File: src/rtl/fat_pkg.sv
// Shared types, codes and constants of the block chain allocator.
package fat_pkg;

    localparam int FAT_MAX_BLOCKS = 64;

    localparam int BLK_W   = 6;
    localparam int SIZE_W  = 24;
    localparam int BSIZE_W = 16;
    localparam int COUNT_W = 7;
    localparam int CFG_W   = 16;
    localparam int DIV_STEPS = SIZE_W;
    localparam int STEP_W  = $clog2(DIV_STEPS + 1);

    localparam logic [BSIZE_W-1:0] BLOCK_SIZE_RESET  = 16'd512;
    localparam logic [COUNT_W-1:0] BLOCK_COUNT_RESET = 7'd64;

    localparam logic [0:0] CFG_BLOCK_SIZE  = 1'b0;
    localparam logic [0:0] CFG_BLOCK_COUNT = 1'b1;

    localparam logic [1:0] OP_ALLOCATE = 2'd0;
    localparam logic [1:0] OP_WALK     = 2'd1;
    localparam logic [1:0] OP_FREE     = 2'd2;
    localparam logic [1:0] OP_RESERVED = 2'd3;

    localparam logic [1:0] ST_OK        = 2'd0;
    localparam logic [1:0] ST_NO_SPACE  = 2'd1;
    localparam logic [1:0] ST_EMPTY     = 2'd2;
    localparam logic [1:0] ST_BAD_CHAIN = 2'd3;

    typedef struct packed {
        logic [1:0]         operation;
        logic [SIZE_W-1:0]  file_size;
        logic [BLK_W-1:0]   start_block;
    } fat_req_t;

    typedef struct packed {
        logic [BLK_W-1:0]   block_index;
        logic               last;
        logic [1:0]         status;
    } fat_rsp_t;

    typedef struct packed {
        logic               start;
        logic [SIZE_W-1:0]  dividend;
        logic [BSIZE_W-1:0] divisor;
    } fat_div_req_t;

    typedef struct packed {
        logic               busy;
        logic [SIZE_W-1:0]  need;
    } fat_div_stat_t;

    typedef enum logic [2:0] {
        S_IDLE,
        S_DIV,
        S_DECIDE,
        S_ALLOC,
        S_CHECK,
        S_WALK,
        S_REPORT
    } fat_state_t;

endpackage

File: src/rtl/fat_ram.sv
// Generic simple dual-port RAM with one write port and a registered read port.
module fat_ram #(
    parameter int WIDTH  = 8,
    parameter int DEPTH  = 64,
    parameter int ADDR_W = (DEPTH > 1) ? $clog2(DEPTH) : 1
) (
    input  logic              clk,
    input  logic              wr_en,
    input  logic [ADDR_W-1:0] wr_addr,
    input  logic [WIDTH-1:0]  wr_data,
    input  logic [ADDR_W-1:0] rd_addr,
    output logic [WIDTH-1:0]  rd_data
);

    logic [WIDTH-1:0] mem [DEPTH];

    always_ff @(posedge clk)
    begin
        if (wr_en)
        begin
            mem[wr_addr] <= wr_data;
        end
        rd_data <= mem[rd_addr];
    end

endmodule

File: src/rtl/fat_div.sv
// Bit-serial restoring divider giving the rounded-up block count of a byte size.
module fat_div (
    input  logic                   clk,
    input  logic                   rst_n,
    input  fat_pkg::fat_div_req_t  req,
    output fat_pkg::fat_div_stat_t stat
);
    import fat_pkg::*;

    logic              busy_reg, busy_next;
    logic [STEP_W-1:0] step_reg, step_next;
    logic [BSIZE_W-1:0] rem_reg, rem_next;
    logic [SIZE_W-1:0] quo_reg, quo_next;
    logic [BSIZE_W-1:0] dvs_reg, dvs_next;

    logic [BSIZE_W:0]  shifted;
    logic [BSIZE_W:0]  diff;
    logic              fits;

    always_ff @(posedge clk or negedge rst_n)
    begin
        if (!rst_n)
        begin
            busy_reg <= 1'b0;
            step_reg <= '0;
        end
        else
        begin
            busy_reg <= busy_next;
            step_reg <= step_next;
        end
    end

    always_ff @(posedge clk)
    begin
        rem_reg <= rem_next;
        quo_reg <= quo_next;
        dvs_reg <= dvs_next;
    end

    always_comb
    begin
        shifted   = {rem_reg, quo_reg[SIZE_W-1]};
        fits      = shifted >= {1'b0, dvs_reg};
        diff      = shifted - {1'b0, dvs_reg};
        busy_next = busy_reg;
        step_next = step_reg;
        rem_next  = rem_reg;
        quo_next  = quo_reg;
        dvs_next  = dvs_reg;
        if (req.start)
        begin
            busy_next = 1'b1;
            step_next = STEP_W'(DIV_STEPS);
            rem_next  = '0;
            quo_next  = req.dividend;
            dvs_next  = req.divisor;
        end
        else if (busy_reg)
        begin
            // one quotient bit per cycle, remainder restored when it does not fit
            rem_next  = fits ? diff[BSIZE_W-1:0] : shifted[BSIZE_W-1:0];
            quo_next  = {quo_reg[SIZE_W-2:0], fits};
            step_next = step_reg - 1'b1;
            if (step_reg == STEP_W'(1))
            begin
                busy_next = 1'b0;
            end
        end
    end

    assign stat.busy = busy_reg;
    assign stat.need = quo_reg + SIZE_W'(rem_reg != '0);

endmodule

File: src/rtl/fat_chain_allocator.sv
// Top level of the block chain allocator: sequencer, block marks, link table, result register.
//
// A request arrives on req (req_valid/req_ready) and carries an operation, a byte size and a
// start block. Allocate rounds the size up to whole blocks, takes free blocks in ascending
// order, links them into a chain and returns every block taken. Walk returns the blocks of a
// chain in order; free does the same and releases each block it returns. Each request yields
// one or more results on rsp (rsp_valid/rsp_ready), the final one flagged by last; an unknown
// operation yields none. Configuration (block size, block count) is written on cfg_write.
// One request is in service at a time: req_ready is high only while the sequencer is idle.
// Allocate runs the serial divider and the free-block count side by side (N the usable block
// count), takes one decision step, then scans blocks in ascending order, at most N. Walk and
// free take one check step and then return one chain block at a time, as the link table has a
// single read port. A stalled receiver holds the result register and holds the sequencer at
// its next result; a transfer frees the register in the same cycle.
// Reset clears all used and end-of-chain marks (every block free) and restores block size
// 512 and block count 64; the link table needs no clearing, as an unlinked entry is never read.
module fat_chain_allocator #(
    parameter int MAX_BLOCKS = fat_pkg::FAT_MAX_BLOCKS
) (
    input  logic                          clk,
    input  logic                          rst_n,
    input  logic                          req_valid,
    output logic                          req_ready,
    input  fat_pkg::fat_req_t             req,
    output logic                          rsp_valid,
    input  logic                          rsp_ready,
    output fat_pkg::fat_rsp_t             rsp,
    input  logic                          cfg_write,
    input  logic [0:0]                    cfg_index,
    input  logic [fat_pkg::CFG_W-1:0]     cfg_data
);
    import fat_pkg::*;

    localparam int IDX_W = (MAX_BLOCKS > 1) ? $clog2(MAX_BLOCKS) : 1;
    localparam logic [COUNT_W-1:0] MAX_COUNT = COUNT_W'(MAX_BLOCKS);
    localparam logic [COUNT_W-1:0] K_LIMIT   = COUNT_W'(MAX_BLOCKS - 1);

    // control state
    fat_state_t          state_reg, state_next;
    logic [BSIZE_W-1:0]  bsize_reg, bsize_next;
    logic [COUNT_W-1:0]  bcount_reg, bcount_next;
    logic [MAX_BLOCKS-1:0] used_reg, used_next;
    logic [MAX_BLOCKS-1:0] end_reg, end_next;
    logic [MAX_BLOCKS-1:0] seen_reg, seen_next;
    logic [COUNT_W-1:0]  total_reg, total_next;
    logic                rsp_valid_reg, rsp_valid_next;

    // working registers
    fat_rsp_t            rsp_reg, rsp_next;
    logic [BLK_W-1:0]    cur_reg, cur_next;
    logic [BLK_W-1:0]    prev_reg, prev_next;
    logic [COUNT_W-1:0]  scan_reg, scan_next;
    logic [COUNT_W-1:0]  avail_reg, avail_next;
    logic [COUNT_W-1:0]  taken_reg, taken_next;
    logic [COUNT_W-1:0]  k_reg, k_next;
    logic                clear_reg, clear_next;
    logic [BLK_W-1:0]    rep_blk_reg, rep_blk_next;
    logic [1:0]          rep_st_reg, rep_st_next;

    // divider and link table
    fat_div_req_t        div_req;
    fat_div_stat_t       div_stat;
    logic                link_we;
    logic [BLK_W-1:0]    link_rd;

    // decoded conditions
    logic                accept;
    logic                slot_free;
    logic [COUNT_W-1:0]  usable;
    logic [BSIZE_W-1:0]  bsize_eff;
    logic [IDX_W-1:0]    scan_idx;
    logic [IDX_W-1:0]    cur_idx;
    logic [IDX_W-1:0]    nx_idx;
    logic                scan_done;
    logic                alloc_free;
    logic                alloc_last;
    logic [COUNT_W-1:0]  taken_inc;
    logic                start_bad;
    logic                link_bad;
    logic                no_space;

    always_ff @(posedge clk or negedge rst_n)
    begin
        if (!rst_n)
        begin
            state_reg     <= S_IDLE;
            bsize_reg     <= BLOCK_SIZE_RESET;
            bcount_reg    <= BLOCK_COUNT_RESET;
            used_reg      <= '0;
            end_reg       <= '0;
            seen_reg      <= '0;
            total_reg     <= '0;
            rsp_valid_reg <= 1'b0;
        end
        else
        begin
            state_reg     <= state_next;
            bsize_reg     <= bsize_next;
            bcount_reg    <= bcount_next;
            used_reg      <= used_next;
            end_reg       <= end_next;
            seen_reg      <= seen_next;
            total_reg     <= total_next;
            rsp_valid_reg <= rsp_valid_next;
        end
    end

    always_ff @(posedge clk)
    begin
        rsp_reg     <= rsp_next;
        cur_reg     <= cur_next;
        prev_reg    <= prev_next;
        scan_reg    <= scan_next;
        avail_reg   <= avail_next;
        taken_reg   <= taken_next;
        k_reg       <= k_next;
        clear_reg   <= clear_next;
        rep_blk_reg <= rep_blk_next;
        rep_st_reg  <= rep_st_next;
    end

    fat_div u_div (
        .clk   (clk),
        .rst_n (rst_n),
        .req   (div_req),
        .stat  (div_stat)
    );

    // link table: written at the previous block while allocating, read at the current block
    fat_ram #(
        .WIDTH (BLK_W),
        .DEPTH (MAX_BLOCKS)
    ) u_links (
        .clk     (clk),
        .wr_en   (link_we),
        .wr_addr (prev_reg[IDX_W-1:0]),
        .wr_data (scan_reg[BLK_W-1:0]),
        .rd_addr (cur_next[IDX_W-1:0]),
        .rd_data (link_rd)
    );

    // conditions shared by the next-state and datapath logic
    always_comb
    begin
        accept     = req_valid && req_ready;
        slot_free  = !rsp_valid_reg || rsp_ready;
        usable     = (bcount_reg > MAX_COUNT) ? MAX_COUNT : bcount_reg;
        bsize_eff  = (bsize_reg == '0) ? BSIZE_W'(1) : bsize_reg;
        scan_idx   = scan_reg[IDX_W-1:0];
        cur_idx    = cur_reg[IDX_W-1:0];
        nx_idx     = link_rd[IDX_W-1:0];
        scan_done  = scan_reg >= usable;
        alloc_free = !scan_done && !used_reg[scan_idx];
        taken_inc  = taken_reg + 1'b1;
        alloc_last = {{(SIZE_W-COUNT_W){1'b0}}, taken_inc} == div_stat.need;
        no_space   = div_stat.need > {{(SIZE_W-COUNT_W){1'b0}}, avail_reg};
        start_bad  = ({1'b0, cur_reg} >= usable) || !used_reg[cur_idx];
        link_bad   = ({1'b0, link_rd} >= usable) || !used_reg[nx_idx] || seen_reg[nx_idx]
                     || (k_reg >= K_LIMIT);
    end

    // next state
    always_comb
    begin
        state_next = state_reg;
        case (state_reg)
            S_IDLE:
            begin
                if (accept)
                begin
                    case (req.operation)
                        OP_ALLOCATE: state_next = (req.file_size == '0) ? S_REPORT : S_DIV;
                        OP_WALK:     state_next = S_CHECK;
                        OP_FREE:     state_next = S_CHECK;
                        default:     state_next = S_IDLE;
                    endcase
                end
            end
            S_DIV:
            begin
                if (!div_stat.busy && scan_done)
                begin
                    state_next = S_DECIDE;
                end
            end
            S_DECIDE:
            begin
                state_next = no_space ? S_REPORT : S_ALLOC;
            end
            S_ALLOC:
            begin
                if (alloc_free && slot_free && alloc_last)
                begin
                    state_next = S_IDLE;
                end
            end
            S_CHECK:
            begin
                if (!start_bad)
                begin
                    state_next = S_WALK;
                end
                else if (slot_free)
                begin
                    state_next = S_IDLE;
                end
            end
            S_WALK:
            begin
                if (slot_free && (end_reg[cur_idx] || link_bad))
                begin
                    state_next = S_IDLE;
                end
            end
            S_REPORT:
            begin
                if (slot_free)
                begin
                    state_next = S_IDLE;
                end
            end
            default:
            begin
                state_next = S_IDLE;
            end
        endcase
    end

    // datapath and outputs
    always_comb
    begin
        bsize_next   = bsize_reg;
        bcount_next  = bcount_reg;
        used_next    = used_reg;
        end_next     = end_reg;
        seen_next    = seen_reg;
        total_next   = total_reg;
        rsp_next     = rsp_reg;
        cur_next     = cur_reg;
        prev_next    = prev_reg;
        scan_next    = scan_reg;
        avail_next   = avail_reg;
        taken_next   = taken_reg;
        k_next       = k_reg;
        clear_next   = clear_reg;
        rep_blk_next = rep_blk_reg;
        rep_st_next  = rep_st_reg;
        link_we      = 1'b0;
        div_req.start    = 1'b0;
        div_req.dividend = req.file_size;
        div_req.divisor  = bsize_eff;

        // drop the held result once it has been transferred
        rsp_valid_next = rsp_valid_reg && !rsp_ready;

        if (cfg_write)
        begin
            case (cfg_index)
                CFG_BLOCK_SIZE:  bsize_next  = cfg_data[BSIZE_W-1:0];
                CFG_BLOCK_COUNT: bcount_next = cfg_data[COUNT_W-1:0];
                default:         bsize_next  = bsize_reg;
            endcase
        end

        case (state_reg)
            S_IDLE:
            begin
                if (accept)
                begin
                    cur_next     = req.start_block;
                    clear_next   = req.operation == OP_FREE;
                    scan_next    = '0;
                    avail_next   = '0;
                    rep_blk_next = '0;
                    rep_st_next  = ST_EMPTY;
                    if (req.operation == OP_ALLOCATE && req.file_size != '0)
                    begin
                        div_req.start = 1'b1;
                    end
                end
            end
            S_DIV:
            begin
                // count free blocks while the divider runs
                if (!scan_done)
                begin
                    avail_next = avail_reg + COUNT_W'(!used_reg[scan_idx]);
                    scan_next  = scan_reg + 1'b1;
                end
            end
            S_DECIDE:
            begin
                rep_blk_next = '0;
                rep_st_next  = ST_NO_SPACE;
                scan_next    = '0;
                taken_next   = '0;
            end
            S_ALLOC:
            begin
                if (!alloc_free)
                begin
                    scan_next = scan_reg + 1'b1;
                end
                else if (slot_free)
                begin
                    // link the previous block to this one, mark it, hand it out
                    link_we             = taken_reg != '0;
                    used_next[scan_idx] = 1'b1;
                    end_next[scan_idx]  = alloc_last;
                    total_next          = total_reg + 1'b1;
                    taken_next          = taken_inc;
                    prev_next           = scan_reg[BLK_W-1:0];
                    scan_next           = scan_reg + 1'b1;
                    rsp_valid_next      = 1'b1;
                    rsp_next.block_index = scan_reg[BLK_W-1:0];
                    rsp_next.last        = alloc_last;
                    rsp_next.status      = ST_OK;
                end
            end
            S_CHECK:
            begin
                if (!start_bad)
                begin
                    seen_next          = '0;
                    seen_next[cur_idx] = 1'b1;
                    k_next             = '0;
                end
                else if (slot_free)
                begin
                    rsp_valid_next       = 1'b1;
                    rsp_next.block_index = cur_reg;
                    rsp_next.last        = 1'b1;
                    rsp_next.status      = ST_BAD_CHAIN;
                end
            end
            S_WALK:
            begin
                if (slot_free)
                begin
                    rsp_valid_next       = 1'b1;
                    rsp_next.block_index = cur_reg;
                    if (end_reg[cur_idx])
                    begin
                        rsp_next.last   = 1'b1;
                        rsp_next.status = ST_OK;
                    end
                    else if (link_bad)
                    begin
                        rsp_next.last   = 1'b1;
                        rsp_next.status = ST_BAD_CHAIN;
                    end
                    else
                    begin
                        // advance along the link
                        rsp_next.last      = 1'b0;
                        rsp_next.status    = ST_OK;
                        cur_next           = link_rd;
                        seen_next[nx_idx]  = 1'b1;
                        k_next             = k_reg + 1'b1;
                    end
                    if (clear_reg)
                    begin
                        if (used_reg[cur_idx] && total_reg != '0)
                        begin
                            total_next = total_reg - 1'b1;
                        end
                        used_next[cur_idx] = 1'b0;
                        end_next[cur_idx]  = 1'b0;
                    end
                end
            end
            S_REPORT:
            begin
                if (slot_free)
                begin
                    rsp_valid_next       = 1'b1;
                    rsp_next.block_index = rep_blk_reg;
                    rsp_next.last        = 1'b1;
                    rsp_next.status      = rep_st_reg;
                end
            end
            default:
            begin
                rsp_valid_next = 1'b0;
            end
        endcase
    end

    assign req_ready = state_reg == S_IDLE;
    assign rsp_valid = rsp_valid_reg;
    assign rsp       = rsp_reg;

endmodule
File: config.mk
export PLATFORM = sky130hd
export DESIGN_NAME = fat_chain_allocator
export DESIGN_NICKNAME = d
export VERILOG_FILES = /design/src/rtl/fat_pkg.sv /design/src/rtl/fat_ram.sv /design/src/rtl/fat_div.sv /design/src/rtl/fat_chain_allocator.sv
export SDC_FILE = /design/constraint.sdc
export NUM_CORES = 1
export LEC_CHECK = 0
export BUFFER_PORTS_ARGS = -buffer_cell sky130_fd_sc_hd__buf_2
export CORE_MARGIN = 2
export CORE_UTILIZATION = 55
export DETAILED_ROUTE_END_ITERATION = 8
export GPL_TIMING_DRIVEN = 0
export PLACE_DENSITY = 0.71
export SLEW_MARGIN = 20
export SYNTH_ARGS = -nofsm -noshare
export SYNTH_HDL_FRONTEND = slang
export SYNTH_SLANG_ARGS = --single-unit
File: constraint.sdc
create_clock -name clk -period 14.83 [get_ports clk]
set_clock_uncertainty 0.2 [all_clocks]
set_input_delay 0.7415 -clock clk [delete_from_list [all_inputs] [get_ports clk]]
set_output_delay 0.7415 -clock clk [all_outputs]
set_load 0.05 [all_outputs]
# --- Word level (Yosys, flattened, before mapping) ---
# Memories as Yosys holds them, arrays and structs flattened. A register that Yosys moved wholly into a read port is not among the register bits.
# Index checks and enable logic that the tools add are counted.
totals:
  register_bits: 339
  latchBits: 0
  ram_bits: 384
  romBits: 0
  out_inout_bits: 11
  wordCells: 227
  memories: 1
op_classes:
  add_sub_neg: 7
  multipliers: 0
  div: 0
  n_lt_le_gt_ge: 13
  eq_ne: 26
  shifts: 0
  n_mux: 96
  bitwise: 6
  reduce_logical: 54
memory_table:
  columns: ["memory", "words", "word_bits", "rd", "rd_ports_with_merged_regs", "wr", "line_no", "source"]
  rows:
  - ["u_links.mem", 64, 6, 1, 1, 1, "fat_ram.sv:15", "logic [WIDTH-1:0] mem [DEPTH];"]
ops:
  columns: ["op", "n"]
  rows:
  - ["two-way mux 64 bit", 12]
  - ["case mux 64 bit (2 select lines)", 3]
  - ["AND 64 bit", 2]
  - ["OR 64 bit", 2]
  - ["two-way mux 7 bit", 12]
  - ["bitwise mux 64 bit", 1]
  - ["NOT 64 bit", 1]
  - ["two-way mux 9 bit", 6]
  - ["two-way mux 24 bit", 2]
  - ["case mux 7 bit (2 select lines)", 3]
  - ["case mux 9 bit (4 select lines)", 1]
  - ["binary-select mux 1 bit (select 6 bit)", 5]
  - ["two-way mux 3 bit", 10]
  - ["two-way mux 6 bit", 5]
  - ["inequality test 2 bit (second input constant)", 14]
  - ["case mux 7 bit (4 select lines)", 1]
  - ["adder 24 x 1 -> 24 bit", 1]
  - ["equality test 7 x 24 -> 1 bit", 1]
  - ["greater-than comparator 24 x 7 -> 1 bit", 1]
  - ["logical NOT 24 bit", 1]
  - ["case mux 6 bit (2 select lines)", 2]
  - ["nonzero test 24 bit", 1]
  - ["two-way mux 1 bit", 22]
  - ["adder 7 x 1 -> 7 bit (second input constant)", 3]
  - ["other kinds (44)", 90]

# --- Depth between registers and ports, before layout ---
logic_depth:
  ltp_word: 10
  ltp_mapped: 21

# --- Modules after synthesis ---
# From an unflattened synthesis, not the netlist that was laid out.
unflattened:
  cells_unflattened: 3023
  area_unflattened_um2: 36418.7
by_module_without_submodules:
  columns: ["mod", "instances", "cells_per_inst", "area_per_inst_um2", "seq_area_each_um2"]
  rows:
  - ["fat_chain_allocator", 1, 1900, 17137.7, 6984.2]
  - ["fat_ram", 1, 720, 15225.9, 11651.2]
  - ["fat_div", 1, 403, 4055.1, 1671.6]

# --- Worst setup path before layout ---
# Ideal clock, no wire load.
synth_path:
  path_kind: "register to register"
  from: "register scan_reg[1]"
  to: "memory u_links.mem[27][0] (netlist name), enable pin"
  t_arrival_ps: 4865
  required_time_ps: 14280
  path_slack_ps: 9415
  path_stages_with_launch: 16
  path_cell_list: "edfxtp_1 > clkbuf_1 > clkbuf_1 > clkbuf_1 > o21ai_0 > a21oi_1 > o21ai_0 > a222oi_1 > nand4_1 > nor2_1 > nand2_1 > nor2_1 > nand3_1 > or3b_2 > clkbuf_1 > nor2_1"
synth_via:
  elab_chain_cells: 8
  word_cells_on_any_way: 10
synth_rtl:
  columns: ["item", "line_no", "source"]
  rows:
  - ["from (decl)", "fat_chain_allocator.sv:52", "logic [COUNT_W-1:0] scan_reg, scan_next;"]
  - ["from (signal assigned)", "fat_chain_allocator.sv:113", "scan_reg <= scan_next;"]
  - ["binary-select mux 1 bit (select 6 bit)", "fat_chain_allocator.sv:153", "alloc_free = !scan_done && !used_reg[scan_idx];"]
  - ["two-way mux 1 bit (not written as such)", "fat_chain_allocator.sv:153", null]
  - ["logical NOT 1 bit", "fat_chain_allocator.sv:153", null]
  - ["logical AND 1 bit *", "fat_chain_allocator.sv:153", null]
  - ["two-way mux 1 bit *", "fat_chain_allocator.sv:300", "if (!alloc_free)"]
  - ["two-way mux 1 bit *", "fat_chain_allocator.sv:265", "case (state_reg)"]
  - ["two-way mux 1 bit *", "fat_ram.sv:19", "if (wr_en)"]
  - ["two-way mux 1 bit (not written as such) *", "fat_ram.sv:21", "mem[wr_addr] <= wr_data;"]
  - ["to (decl)", "fat_ram.sv:15", null]
# Mark *: on every way between the ends. The rest lies on a longest branch, timed or not. The select of a mux whose other input is x is not followed.

# --- Worst setup path in the final report ---
layout_path:
  from: "register scan_reg[1]"
  to: "memory u_links.mem[49][2] (netlist name), enable pin"
# The elaborated chain is that of the path after synthesis.

==> results.cfg <==
[run_status]
status = complete, no violations

[synthesis]
ys_warn_count = 0
synth.net_count = 3330
synthFlopType = edfxtp_1
synthArstFlopShare_pct = 31.1
synth_edf_count = 470
synth_top_cell_area_share_pct = 39.8
syn_area_per_cell_um2 = 11.0
synth-seq-cells = 723
yosysMostFrequentCell = edfxtp_1
synthTopCellsByArea = edfxtp_1, dfrtp_1, mux2i_1
ys_types = 81
syn-cell-area_um2 = 35500
ys_seq_area_share_pct = 57.2
yosysTopAreaCell = edfxtp_1
syn_inst = 3220
synth_commonest_cells = edfxtp_1, o21ai_0, nand2_1

[placement]
numPortBuffers = 64
dp_hpwl_um = 90500
post-place-ws_ns = 7.69
post-place-cells = 4168
gp_congestion = 0.979

[final_layout]
largest_reg_flops = 384
multiInputGateArea_um2 = 14000
layout.nets = 3504
final_cells = 4311
final_util_pct = 62.3
drive_gt1_share_pct = 10.2
regArea_um2 = 20300
area_growth_pct = 12.6
top_register = u_links.mem
num-fill-cells = 5105

[clock_network]
clk_latency_ns = 0.65
cts_tree = built
cts_resized = 0
path_clk_slew_ns = 0.07
clk_path_buf_depth = 3
cts_sinks = 723
htreeDepth = 3
ctsRootBufferMaster = clkbuf_16
numCtsBuffers = 78

[critical_path]
worstSetupPathType = reg -> reg
regToRegStartpoint = scan_reg[1]
ff2ff_path_depth = 13
worstPathCellList = clkbuf_1 > clkbuf_1 > clkbuf_1 > o21ai_0 > a21oi_1 > o21ai_0 > a222oi_1 > nand4_1 > nor2_1 > nand2_1 > nor2_1 > nand4_1 > nor2_1
reg2reg_slack_ns = 7.38
max_stage_delay_ns = 0.92
end_kind = flip-flop
cp.depth = 13
endpoint = u_links.mem[49][2]
reg2reg_to = u_links.mem[49][2]
start_kind = flip-flop
path_buf_inv = 3
slowest_stage = nand4_1
required_ns = 14.91
cp_data_arrival_time_ns = 7.53
crit_start = scan_reg[1]
cpLargestDelayFamily = simple AND/OR/NAND/NOR gates
crit_fanout = 10

[worst_hold_path]
hold_path.class = in -> reg
hp-start = cfg_data[10]

[power_and_ir_drop]
powerDensity_nw_per_um2 = 218
p_leak_uw = 0.0152
p_int_uw = 5020
sequentialPowerShare_pct = 33.6
p_switching_uw = 3690
combPwrFrac_pct = 43.9
power.total_uw = 8710
ir_worst_vdd_mv = 0.173
p_clk_share_pct = 22.5
swShare_pct = 42.4

[die]
die_h_um = 258
design.core.area_um2 = 64100
die_w_um = 258
design.die.area_um2 = 66600
io_pins = 65
initial_core_util_pct = 55.3
rows = 93

[routing]
drtAntennaViolNets = 0
wl_per_cell_um = 28.3
drc_errors = 0
num_vias = 28300
drt_iter0_markers = 3668
first_pass_iters = 7
vias_per_cell = 6.57
drt_wl_total_um = 122000

[global_routing]
grt_overflow = 0
gr-usage-all-layers_pct = 36.5
grt_pass1_wl_um = 180000
antenna_found_initial = 3
grt_pass1_vias = 27500
grt_max_degree = 91

[timing]
setup_tns_ns = 0
fin_crit_sh_pct = 50.2
relSlewSlack_pct = 26.9
fin_ws_ns = 7.38
fmax_ghz = 0.134
rsz0062_at_grt = no
drv_slew = 0
setup_viol = 0
worst_pin_slew_ns = 1.10
finalCriticalPeriod_ns = 7.45
timing.final.hold_violations = 0

[run]
cap_violations = 0
[worst min path at each step]
| stage | endpoint | cells past startpoint | slack [ns] |
|---|---|---|---|
| after floorplan | bcount_reg[0] | 0 | 0.25 |
| after global placement | end_reg[24] | 2 | 0.28 |
| after detailed placement | end_reg[59] | 2 | 0.30 |
| after CTS | bsize_reg[10] | 2 | 0.10 |
| after global routing | bsize_reg[10] | 2 | 0.13 |
| final | bsize_reg[10] | 2 | 0.13 |
[cells in the final DEF (no fill, tap or decap), types with 55 or more instances in the layout]
| cell type | n |
|---|---|
| inv_1 | 69 |
| nor2_1 | 242 |
| buf_2 | 98 |
| clkbuf_1 | 172 |
| clkbuf_16 | 78 |
| a31oi_1 | 61 |
| o21ai_0 | 368 |
| nand3_1 | 59 |
| dfrtp_1 | 223 |
| nand2_1 | 296 |
| edfxtp_1 | 470 |
| a21oi_1 | 260 |
| mux2i_1 | 254 |
| ha_1 | 55 |
[power by group through the flow]
stage               logic, µW  registers, µW  clock network (µW)
global placement         3380           3110                   0
finish                   3830           2930                1960
detailed placement       3720           2950                   0
global route             4060           2950                2050
CTS                      3740           2910                1970
floorplan                2270           2960                   0
[kinds of logic (layout without fill, tap and decap cells)]
kind of cell | after synthesis | in the layout | synth area share [%]
other cells | 0 | 2 | 0
xor+xnor | 43 | 43 | 1.06
compound gates | 931 | 931 | 15.3
mux | 313 | 313 | 9.58
flops | 723 | 723 | 57.2
buf+inv | 303 | 537 | 3.58
fa+ha+maj | 56 | 56 | 2.00
simple gates | 851 | 851 | 11.3
[area by class of cell]
| class | count | area share, % |
|---|---|---|
| well taps | 855 | 2.68 |
| multi-input cells | 2194 | 34.9 |
| diodes | 2 | 0.0125 |
| inverters | 73 | 0.689 |
| repair buffers | 94 | 2.05 |
| clock buffers | 99 | 5.16 |
| flip-flops and latches | 723 | 50.8 |
| clock inverters | 41 | 1.21 |
| plain buffers | 230 | 2.49 |
[layer usage]
| layer | track usage, % | vias to the layer above | routed length [µm] |
|---|---|---|---|
| met5 | 0 | - | 0 |
| met2 | 56.5 | 1653 | 55000 |
| met3 | 6.83 | 353 | 11500 |
| li1 | - | 12300 | - |
| met4 | 17.8 | 0 | 6690 |
| met1 | 49.7 | 14000 | 48800 |
[timing repair]
action                                 4_1_cts  5_1_grt
setup buffers                                0        0
endpoints found under the hold margin       45        0
hold buffers                                 1        0
[stage by stage]
stage	instance area, µm²	hold WS (ns)
global placement	36900	0.281
detailed placement	37400	0.296
finish	40000	0.134
floorplan	35500	0.246
global route	40000	0.132
CTS	40000	0.104
(Power assumes the default switching activity.)
